--- config.mk ---
export PLATFORM = sky130hd
export DESIGN_NAME = moving_speed_statistics_top
export DESIGN_NICKNAME = d
export VERILOG_FILES = /design/src/rtl/mss_pkg.sv /design/src/rtl/mss_ctrl.sv /design/src/rtl/mss_dp.sv /design/src/rtl/moving_speed_statistics_top.sv
export VERILOG_INCLUDE_DIRS = /design/src /design/src/rtl
export SDC_FILE = /design/constraint.sdc
export NUM_CORES = 2
export LEC_CHECK = 0
export BUFFER_PORTS_ARGS = -buffer_cell sky130_fd_sc_hd__buf_2
export CORE_MARGIN = 5
export CORE_UTILIZATION = 66
export CTS_BUF_LIST = sky130_fd_sc_hd__clkbuf_4
export CTS_CLUSTER_DIAMETER = 50
export DETAILED_ROUTE_END_ITERATION = 10
export PLACE_DENSITY_LB_ADDON = 0.3
export SETUP_SLACK_MARGIN = 0.05
export SLEW_MARGIN = 5
export SYNTH_ARGS = -nofsm -noshare
export SYNTH_HDL_FRONTEND = slang
export SYNTH_SLANG_ARGS = --single-unit
--- constraint.sdc ---
create_clock -name i_clk -period 7.2 [get_ports i_clk]
set_input_delay 0.72 -clock i_clk [delete_from_list [all_inputs] [get_ports i_clk]]
set_output_delay 0.72 -clock i_clk [all_outputs]
set_load 0.05 [all_outputs]
--- src/rtl/moving_speed_statistics_top_macros.svh ---
// Assertion macros for the moving speed statistics block
`ifndef MOVING_SPEED_STATISTICS_TOP_MACROS_SVH
`define MOVING_SPEED_STATISTICS_TOP_MACROS_SVH

`ifndef SYNTHESIS

// Check that an expression holds on every clock edge outside reset
`define MSS_ASSERT_ALWAYS(lbl, clk, rst_n, expr) \
    lbl: assert property (@(posedge clk) disable iff (!rst_n) (expr)) \
        else $error("mss: invariant violated");

// Check that a condition implies a consequence on the same edge
`define MSS_ASSERT_SAME(lbl, clk, rst_n, ante, cons) \
    lbl: assert property (@(posedge clk) disable iff (!rst_n) (ante) |-> (cons)) \
        else $error("mss: same-cycle implication violated");

// Check that a condition implies a consequence on the next edge
`define MSS_ASSERT_NEXT(lbl, clk, rst_n, ante, cons) \
    lbl: assert property (@(posedge clk) disable iff (!rst_n) (ante) |=> (cons)) \
        else $error("mss: next-cycle implication violated");

`else

`define MSS_ASSERT_ALWAYS(lbl, clk, rst_n, expr)
`define MSS_ASSERT_SAME(lbl, clk, rst_n, ante, cons)
`define MSS_ASSERT_NEXT(lbl, clk, rst_n, ante, cons)

`endif

`endif

--- src/rtl/mss_pkg.sv ---
// Shared widths, defaults and controller/datapath interface types
`default_nettype none

package mss_pkg;

    // Field widths fixed by the interface
    localparam int SPD_W   = 16;
    localparam int TS_W    = 32;
    localparam int THR_W   = 16;
    localparam int SUM_W   = 32;
    localparam int WSUM_W  = 64;
    localparam int PROD_W  = TS_W + SPD_W;
    localparam int MEAN_W  = 16;

    // Default significant bits of speed and timestamp
    localparam int SPEED_BITS_DEF = 16;
    localparam int TIME_BITS_DEF  = 32;

    // One quotient bit per division step
    localparam int DIV_STEPS = WSUM_W;
    localparam int DIV_CNT_W = $clog2(DIV_STEPS);

    // Commands from the controller to the datapath
    typedef struct packed {
        logic load_item;   // latch an accepted transaction, form the step
        logic mul;         // multiply step by speed, update time totals
        logic acc;         // add product into the weighted sum
        logic div_load;    // prime the divider
        logic div_step;    // one restoring division step
        logic finish;      // round, clip, load result, clear track
    } t_dp_cmd;

    // Status from the datapath to the controller
    typedef struct packed {
        logic item_last;   // current transaction closes the track
    } t_dp_stat;

endpackage

`default_nettype wire

--- src/rtl/mss_ctrl.sv ---
// Controller state machine: sequencing, division count and output valid
`default_nettype none

module mss_ctrl
    import mss_pkg::*;
(
    input  wire logic     i_clk,
    input  wire logic     i_rst_n,
    input  wire logic     i_in_valid,
    output logic          o_in_stall,
    output logic          o_out_valid,
    input  wire logic     i_out_stall,
    input  wire t_dp_stat i_stat,
    output t_dp_cmd       o_cmd
);

    typedef enum logic [5:0] {
        S_IDLE  = 6'b000001,
        S_MUL   = 6'b000010,
        S_ACC   = 6'b000100,
        S_LOAD  = 6'b001000,
        S_DIV   = 6'b010000,
        S_DONE  = 6'b100000
    } t_state;

    t_state               r_state, n_state;
    logic [DIV_CNT_W-1:0] r_cnt, n_cnt;
    logic                 r_out_valid, n_out_valid;
    logic                 out_free;
    logic                 accept;

    assign out_free    = !r_out_valid || !i_out_stall;
    assign o_in_stall  = (r_state != S_IDLE);
    assign accept      = i_in_valid && (r_state == S_IDLE);
    assign o_out_valid = r_out_valid;

    // Next state, counter and commands
    always_comb begin
        n_state = r_state;
        n_cnt   = r_cnt;
        o_cmd   = '0;
        case (r_state)
            S_IDLE: begin
                if (accept) begin
                    o_cmd.load_item = 1'b1;
                    n_state         = S_MUL;
                end
            end
            S_MUL: begin
                o_cmd.mul = 1'b1;
                n_state   = S_ACC;
            end
            S_ACC: begin
                o_cmd.acc = 1'b1;
                n_state   = i_stat.item_last ? S_LOAD : S_IDLE;
            end
            S_LOAD: begin
                o_cmd.div_load = 1'b1;
                n_cnt          = '0;
                n_state        = S_DIV;
            end
            S_DIV: begin
                o_cmd.div_step = 1'b1;
                n_cnt          = r_cnt + 1'b1;
                if (r_cnt == DIV_CNT_W'(DIV_STEPS - 1)) begin
                    n_state = S_DONE;
                end
            end
            S_DONE: begin
                // hold the result until the output register is free
                if (out_free) begin
                    o_cmd.finish = 1'b1;
                    n_state      = S_IDLE;
                end
            end
            default: begin
                n_state = S_IDLE;
            end
        endcase
    end

    // Set on a new result, drop when the transaction is taken
    always_comb begin
        n_out_valid = r_out_valid;
        if (o_cmd.finish) begin
            n_out_valid = 1'b1;
        end else if (r_out_valid && !i_out_stall) begin
            n_out_valid = 1'b0;
        end
    end

    always_ff @(posedge i_clk) begin
        if (!i_rst_n) begin
            r_state     <= S_IDLE;
            r_cnt       <= '0;
            r_out_valid <= 1'b0;
        end else begin
            r_state     <= n_state;
            r_cnt       <= n_cnt;
            r_out_valid <= n_out_valid;
        end
    end

endmodule

`default_nettype wire

--- src/rtl/mss_dp.sv ---
// Datapath: track state, accumulators, restoring divider and result register
`default_nettype none

module mss_dp
    import mss_pkg::*;
#(
    parameter int SPEED_BITS = SPEED_BITS_DEF,
    parameter int TIME_BITS  = TIME_BITS_DEF
) (
    input  wire logic             i_clk,
    input  wire logic             i_rst_n,
    input  wire logic             i_cfg_we,
    input  wire logic [THR_W-1:0] i_cfg_wdata,
    input  wire logic [SPD_W-1:0] i_speed,
    input  wire logic [TS_W-1:0]  i_timestamp,
    input  wire logic             i_last,
    input  wire t_dp_cmd          i_cmd,
    output t_dp_stat              o_stat,
    output logic [SUM_W-1:0]      o_stopped_seconds,
    output logic [SUM_W-1:0]      o_moving_seconds,
    output logic [MEAN_W-1:0]     o_mean_moving_speed,
    output logic                  o_saturated
);

    localparam logic [SPD_W-1:0] SPEED_MASK = (SPEED_BITS >= SPD_W) ? {SPD_W{1'b1}}
                                            : SPD_W'((64'd1 << SPEED_BITS) - 64'd1);
    localparam logic [TS_W-1:0]  TIME_MASK  = (TIME_BITS >= TS_W) ? {TS_W{1'b1}}
                                            : TS_W'((64'd1 << TIME_BITS) - 64'd1);

    // Configuration and track state
    logic [THR_W-1:0]  r_threshold;
    logic              r_have_prev;
    logic [SPD_W-1:0]  r_prev_speed;
    logic [TS_W-1:0]   r_prev_time;
    logic [SUM_W-1:0]  r_stopped;
    logic [SUM_W-1:0]  r_moving;
    logic [WSUM_W-1:0] r_wsum;
    logic              r_clip;

    // Per-transaction working registers
    logic              r_last;
    logic [TS_W-1:0]   r_step;
    logic [SPD_W-1:0]  r_chg_speed;
    logic              r_mov;
    logic [PROD_W-1:0] r_prod;

    // Divider
    logic [WSUM_W-1:0] r_div;
    logic [SUM_W-1:0]  r_rem;

    // Result register
    logic [SUM_W-1:0]  r_res_stopped;
    logic [SUM_W-1:0]  r_res_moving;
    logic [MEAN_W-1:0] r_res_mean;
    logic              r_res_sat;

    logic [SPD_W-1:0]  speed_m;
    logic [TS_W-1:0]   time_m;
    logic [TS_W-1:0]   step_c;
    logic [SUM_W:0]    stop_sum, mov_sum;
    logic [WSUM_W:0]   wsum_sum;
    logic [SUM_W:0]    rem_sh;
    logic [SUM_W:0]    divisor;
    logic              div_ge;
    logic [SUM_W:0]    rem_sub;
    logic              round_up;
    logic [MEAN_W:0]   q_rnd;
    logic              mean_clip;
    logic [MEAN_W-1:0] mean_c;

    assign o_stat.item_last = r_last;

    // Form the interval length; a backwards step counts as zero
    assign speed_m = i_speed & SPEED_MASK;
    assign time_m  = i_timestamp & TIME_MASK;
    assign step_c  = (time_m >= r_prev_time) ? (time_m - r_prev_time) : '0;

    // Saturating time totals and weighted sum
    assign stop_sum = {1'b0, r_stopped} + {1'b0, r_step};
    assign mov_sum  = {1'b0, r_moving} + {1'b0, r_step};
    assign wsum_sum = {1'b0, r_wsum} + (WSUM_W + 1)'(r_prod);

    // Restoring division step: shift in the next dividend bit
    assign rem_sh  = {r_rem, r_div[WSUM_W-1]};
    assign divisor = {1'b0, r_moving};
    assign div_ge  = (rem_sh >= divisor);
    assign rem_sub = div_ge ? (rem_sh - divisor) : rem_sh;

    // Round half up, then clip the mean to its field
    assign round_up  = ({r_rem, 1'b0} >= divisor);
    assign q_rnd     = {1'b0, r_div[MEAN_W-1:0]} + (MEAN_W + 1)'(round_up);
    assign mean_clip = (r_moving != '0) && ((|r_div[WSUM_W-1:MEAN_W]) || q_rnd[MEAN_W]);
    assign mean_c    = (r_moving == '0) ? '0
                     : (mean_clip ? {MEAN_W{1'b1}} : q_rnd[MEAN_W-1:0]);

    // Threshold register
    always_ff @(posedge i_clk) begin
        if (!i_rst_n) begin
            r_threshold <= '0;
        end else if (i_cfg_we) begin
            r_threshold <= i_cfg_wdata;
        end
    end

    // Track state: update per transaction, clear after the final sample
    always_ff @(posedge i_clk) begin
        if (!i_rst_n || i_cmd.finish) begin
            r_have_prev  <= 1'b0;
            r_prev_speed <= '0;
            r_prev_time  <= '0;
            r_stopped    <= '0;
            r_moving     <= '0;
            r_wsum       <= '0;
            r_clip       <= 1'b0;
        end else begin
            if (i_cmd.load_item) begin
                r_have_prev  <= 1'b1;
                r_prev_speed <= speed_m;
                r_prev_time  <= time_m;
            end
            if (i_cmd.mul) begin
                if (r_mov) begin
                    r_moving <= mov_sum[SUM_W] ? {SUM_W{1'b1}} : mov_sum[SUM_W-1:0];
                    if (mov_sum[SUM_W]) begin
                        r_clip <= 1'b1;
                    end
                end else begin
                    r_stopped <= stop_sum[SUM_W] ? {SUM_W{1'b1}} : stop_sum[SUM_W-1:0];
                    if (stop_sum[SUM_W]) begin
                        r_clip <= 1'b1;
                    end
                end
            end
            if (i_cmd.acc) begin
                r_wsum <= wsum_sum[WSUM_W] ? {WSUM_W{1'b1}} : wsum_sum[WSUM_W-1:0];
                if (wsum_sum[WSUM_W]) begin
                    r_clip <= 1'b1;
                end
            end
        end
    end

    // Working registers for the interval being charged
    always_ff @(posedge i_clk) begin
        if (i_cmd.load_item) begin
            r_last      <= i_last;
            r_step      <= r_have_prev ? step_c : '0;
            r_chg_speed <= r_prev_speed;
            r_mov       <= (r_prev_speed >= r_threshold);
        end
        if (i_cmd.mul) begin
            r_prod <= r_mov ? (r_step * r_chg_speed) : '0;
        end
    end

    // Divider: quotient shifts in as the dividend shifts out
    always_ff @(posedge i_clk) begin
        if (i_cmd.div_load) begin
            r_div <= r_wsum;
            r_rem <= '0;
        end else if (i_cmd.div_step) begin
            r_div <= {r_div[WSUM_W-2:0], div_ge};
            r_rem <= rem_sub[SUM_W-1:0];
        end
    end

    // Result register
    always_ff @(posedge i_clk) begin
        if (i_cmd.finish) begin
            r_res_stopped <= r_stopped;
            r_res_moving  <= r_moving;
            r_res_mean    <= mean_c;
            r_res_sat     <= r_clip || mean_clip;
        end
    end

    assign o_stopped_seconds   = r_res_stopped;
    assign o_moving_seconds    = r_res_moving;
    assign o_mean_moving_speed = r_res_mean;
    assign o_saturated         = r_res_sat;

endmodule

`default_nettype wire

--- src/rtl/moving_speed_statistics_top.sv ---
// Top level of the moving speed statistics block
//
//  channel   direction  handshake                  payload
//  -------   ---------  -------------------------  ---------------------------------------
//  sample    in         i_in_valid / o_in_stall    i_speed, i_timestamp, i_last
//  result    out        o_out_valid / i_out_stall  o_stopped_seconds, o_moving_seconds,
//                                                  o_mean_moving_speed, o_saturated
//  config    in         i_cfg_we                   i_cfg_wdata (moving threshold)
//
// A sample passes through accept, multiply and time totals, then weighted-sum add.
// A final sample then loads the divider, runs the bit-serial divider, and
// rounds and loads the result.
// The result register holds one transaction; further samples are taken while it
// waits, and a following final sample waits at its round-and-load step until it is free.
// Synchronous active-low reset clears the threshold, track state and valid flags.
`default_nettype none

`include "moving_speed_statistics_top_macros.svh"

module moving_speed_statistics_top
    import mss_pkg::*;
#(
    parameter int SPEED_BITS = SPEED_BITS_DEF,
    parameter int TIME_BITS  = TIME_BITS_DEF
) (
    input  wire logic             i_clk,
    input  wire logic             i_rst_n,
    input  wire logic             i_cfg_we,
    input  wire logic [THR_W-1:0] i_cfg_wdata,
    input  wire logic             i_in_valid,
    output logic                  o_in_stall,
    input  wire logic [SPD_W-1:0] i_speed,
    input  wire logic [TS_W-1:0]  i_timestamp,
    input  wire logic             i_last,
    output logic                  o_out_valid,
    input  wire logic             i_out_stall,
    output logic [SUM_W-1:0]      o_stopped_seconds,
    output logic [SUM_W-1:0]      o_moving_seconds,
    output logic [MEAN_W-1:0]     o_mean_moving_speed,
    output logic                  o_saturated
);

    t_dp_cmd  cmd;
    t_dp_stat stat;

    mss_ctrl u_ctrl (
        .i_clk       (i_clk),
        .i_rst_n     (i_rst_n),
        .i_in_valid  (i_in_valid),
        .o_in_stall  (o_in_stall),
        .o_out_valid (o_out_valid),
        .i_out_stall (i_out_stall),
        .i_stat      (stat),
        .o_cmd       (cmd)
    );

    mss_dp #(
        .SPEED_BITS (SPEED_BITS),
        .TIME_BITS  (TIME_BITS)
    ) u_dp (
        .i_clk               (i_clk),
        .i_rst_n             (i_rst_n),
        .i_cfg_we            (i_cfg_we),
        .i_cfg_wdata         (i_cfg_wdata),
        .i_speed             (i_speed),
        .i_timestamp         (i_timestamp),
        .i_last              (i_last),
        .i_cmd               (cmd),
        .o_stat              (stat),
        .o_stopped_seconds   (o_stopped_seconds),
        .o_moving_seconds    (o_moving_seconds),
        .o_mean_moving_speed (o_mean_moving_speed),
        .o_saturated         (o_saturated)
    );

    // Assertions
    `MSS_ASSERT_SAME(a_finish_needs_free_out, i_clk, i_rst_n, cmd.finish, (!o_out_valid || !i_out_stall))
    `MSS_ASSERT_NEXT(a_finish_sets_valid, i_clk, i_rst_n, cmd.finish, o_out_valid)
    `MSS_ASSERT_NEXT(a_accept_then_busy, i_clk, i_rst_n, (i_in_valid && !o_in_stall), o_in_stall)
    `MSS_ASSERT_ALWAYS(a_one_command, i_clk, i_rst_n, $onehot0(cmd))
    `MSS_ASSERT_SAME(a_work_while_stalled, i_clk, i_rst_n, (cmd.mul || cmd.acc || cmd.div_step), o_in_stall)

endmodule

`default_nettype wire
==> flow_summary.yaml <==
synth:
  synth_top_family_by_area: "adder cells"
  synth_compound_area_share_pct: 14.9
  syn_nets: 5542
  synth_top_cell_by_area: "fa_1"
  synthMuxAreaShare_pct: 2.11
  synth-seq-cells: 482
  syn-instance-count: 4734
  synth_seq_area_share_pct: 27.9
  synth.most_common_cell: "inv_1"
  yosysWarnings: 0
  synth_top_area_share_pct: 19.5
  synth_edf_count: 243
  syn_area_um2: 43400
  async_flop_share_pct: 0
  yosys.area_share.adder_pct: 28.6
  yosys.area_share.simple_pct: 15.6
  yosys-top-cells-count: "inv_1 (593), nand2_1 (574), fa_1 (423)"
  synthFlopType: "edfxtp_1"
  synth.distinct_cells: 87
  synthXorXnorAreaFrac_pct: 3.90
  netlist_top_cells_area: "fa_1 (20%), edfxtp_1 (17%), dfxtp_1 (11%), ha_1 (9.1%), inv_1 (5.1%)"
  syn_area_per_cell_um2: 9.16
worst_setup_path:
  slowest_delay_ps: 550
  required_ps: 7860
  criticalPathCategory: "flop to flop"
  critPathSlowestCell: "edfxtp_1"
  start_kind: "flop"
  end_kind: "flop"
  crit_path_max_fanout: 7
  worst-path-buf-inv: 5
  crit_chain: "buf_12 -> and2_1 -> fa_1 -> inv_1 -> fa_1 -> inv_1 -> fa_1 -> fa_1 -> fa_1 -> inv_1 -> fa_1 -> inv_1 -> ha_1 -> nand4_1 -> or2_2 -> o21ai_1 -> o21ai_1 -> o31a_1 -> o31ai_1 -> a21bo_2 -> a31oi_1 -> mux2i_1"
  rr_startpoint: "u_dp.r_step[5]"
  crit_family: "adder cells"
  crit_top_cell: "fa_1"
  r2r_end: "u_dp.r_prod[41]"
  reg2reg_slack_ps: 220
  critPathArrivalTime_ps: 7640
  r2r_cells: 22
min_path:
  hold_end: "u_ctrl.r_state[4]"
  holdCritStartpoint: "i_in_valid"
  hold_depth: 3
  hp-class: "primary input to flop"
global_route:
  use_met2_pct: 53.0
  track_usage_pct: 32.0
  grt_first_pass_wirelength_um: 184000
  first_global_vias: 35913
  gr-usage-met1_pct: 41.9
  grt-ovfl-total: 0
  busiest_layer: "met2"
  grt_max_degree: 79
  antenna_found_initial: 5
  gr-usage-met3_pct: 6.03
floorplan:
  die_y_um: 266
  start_util_pct: 66.2
  die_w_um: 266
  core_um2: 65500
  rows: 94
  io_pins: 153
  die_area_um2: 70900
timing:
  setup_violations: 0
  fmax_ghz: 0.143
  maxSlewViolCount: 0
  layout_min_cycle_time_ps: 6980
  rsz0062_at_grt: "true"
  final.setup.tns_ps: 0
  finClkSkew_ps: 96.2
  worst_pin_slew_ps: 1330
  hold_viol_final: 0
  post-route-period-util_pct: 97.0
  slew_headroom_pct: 11.1
layout:
  drive_gt1_share_pct: 12.0
  fill_cells: 4684
  areaGrowthSynthToFinish_pct: 11.2
  layout.nets: 5830
  multi_input_area_um2: 28300
  regArea_um2: 12100
run:
  maxCapViolations: 0
route:
  drt_iter0_drc: 3291
  viasPerCell: 6.06
  vias: 36366
  drc_errors: 0
  wl_per_cell_um: 19.3
  drtAntennaViolNets: 0
  wl_um: 116000
  drtPass1Iterations: 6
placement:
  io_buffers: 152
  dp_hpwl_um: 85700
  place_congestion: 0.987
clock_network:
  cts_buffer_depth: 3
  cts.clk_slew.worst_paths_ps: 70
  cts.sinks: 482
  cts_max_level: 4
  clk_latency_ps: 1010
  cts_tree: "built"
  cts_buffers: 134
  cts_root_buf: "clkbuf_4"
run_status:
  outcome: "finished, final reports clean"
worst max-delay path by stage:
stage | start | to | slack (ps) | depth (start not counted)
finish | u_dp.r_step[5] | u_dp.r_prod[41] | 220 | 22
global route | u_dp.r_step[5] | u_dp.r_prod[42] | 30 | 23
CTS | u_dp.r_step[7] | u_dp.r_prod[41] | 70 | 22
detailed placement | u_dp.r_chg_speed[6] | u_dp.r_prod[45] | 170 | 22
global placement | u_dp.r_chg_speed[5] | u_dp.r_prod[45] | 300 | 22
floorplan | u_dp.r_step[5] | u_dp.r_prod[45] | 760 | 23
sequential cells by signal, summed over array words and instances, names as in the netlist, 6 cells and up:
signal,cells
u_ctrl.r_state,6
u_dp.r_prev_time,32
u_dp.r_div,64
u_dp.r_rem,32
u_dp.r_moving,32
u_dp.r_chg_speed,16
u_dp.o_mean_moving_speed,16
u_dp.r_prod,48
u_dp.r_stopped,32
u_dp.r_step,32
u_ctrl.r_cnt,6
u_dp.o_stopped_seconds,32
u_dp.o_moving_seconds,32
u_dp.r_prev_speed,16
u_dp.r_threshold,16
u_dp.r_wsum,64
what timing repair did:
action | in CTS | in global routing
hold endpoints to repair | 66 | 0
resized for setup | 0 | 4
hold buffers | 66 | 0
setup buffers | 0 | 39
setup endpoints to repair | 0 | 12
layer usage:
metal | vias to the layer above | share of wire [%] | wire (um)
li1 | 16692 | - | -
met1 | 17650 | 39 | 45500
met2 | 1667 | 48 | 55600
met3 | 355 | 8.4 | 9730
met4 | 2 | 4.1 | 4800
met5 | - | 0.017 | 20
area by class of cell:
class                      count  share of cell area [%]
tap                          864                    2.24
antenna                        5                  0.0260
clock inverter                48                   0.670
timing repair buffer         358                    5.49
multi-input combinational   3452                    58.8
clock buffer                 199                    3.10
inverter                     594                    4.63
sequential                   482                    25.1
placed cells by master (no fill, tap or decap), drive strengths merged, types with 200 or more instances in the layout:
cell type | synthesis | layout
inv | 594 | 595
buf | 17 | 291
edfxtp | 243 | 243
and2 | 262 | 262
o21ai | 264 | 264
a21oi | 323 | 323
dfxtp | 239 | 239
fa | 423 | 423
clkbuf | 189 | 200
nand2 | 574 | 574
ha | 315 | 315
metrics by stage:
step	area, um2	hold WS, ps	setup slack (ps)	instances	util, %
finish	48200	160	216	6002	73.6
global route	48200	127	30.9	6001	73.6
CTS	47800	76.3	71.8	5958	72.9
detailed placement	45300	442	165	5645	69.1
global placement	45300	441	304	5645	69.1
floorplan	43400	422	761	4734	-
worst register-to-register path, cell delays in order (launching register included):
cell,delay [ps]
edfxtp_1,550
buf_12,210
and2_1,160
fa_1,480
inv_1,50
fa_1,480
inv_1,60
fa_1,530
fa_1,540
fa_1,550
inv_1,60
fa_1,530
inv_1,40
ha_1,370
nand4_1,180
or2_2,320
o21ai_1,280
o21ai_1,160
o31a_1,300
o31ai_1,330
a21bo_2,230
a31oi_1,110
mux2i_1,140
cells by family (layout without fill, tap and decap cells):
kind of cell / count (synthesis) / in the layout
AO/OA/AOI/OAI: 1037 / 1037
XOR/XNOR: 193 / 193
adder cells (fa/ha/maj): 738 / 738
buffers and inverters: 800 / 1199
flip-flops: 482 / 482
multiplexers: 84 / 84
other: 0 / 5
AND/OR/NAND/NOR: 1400 / 1400
Power is left out: the tool's default activity adds up to more than one toggle a clock period on the data nets, which glitch-free logic cannot reach.
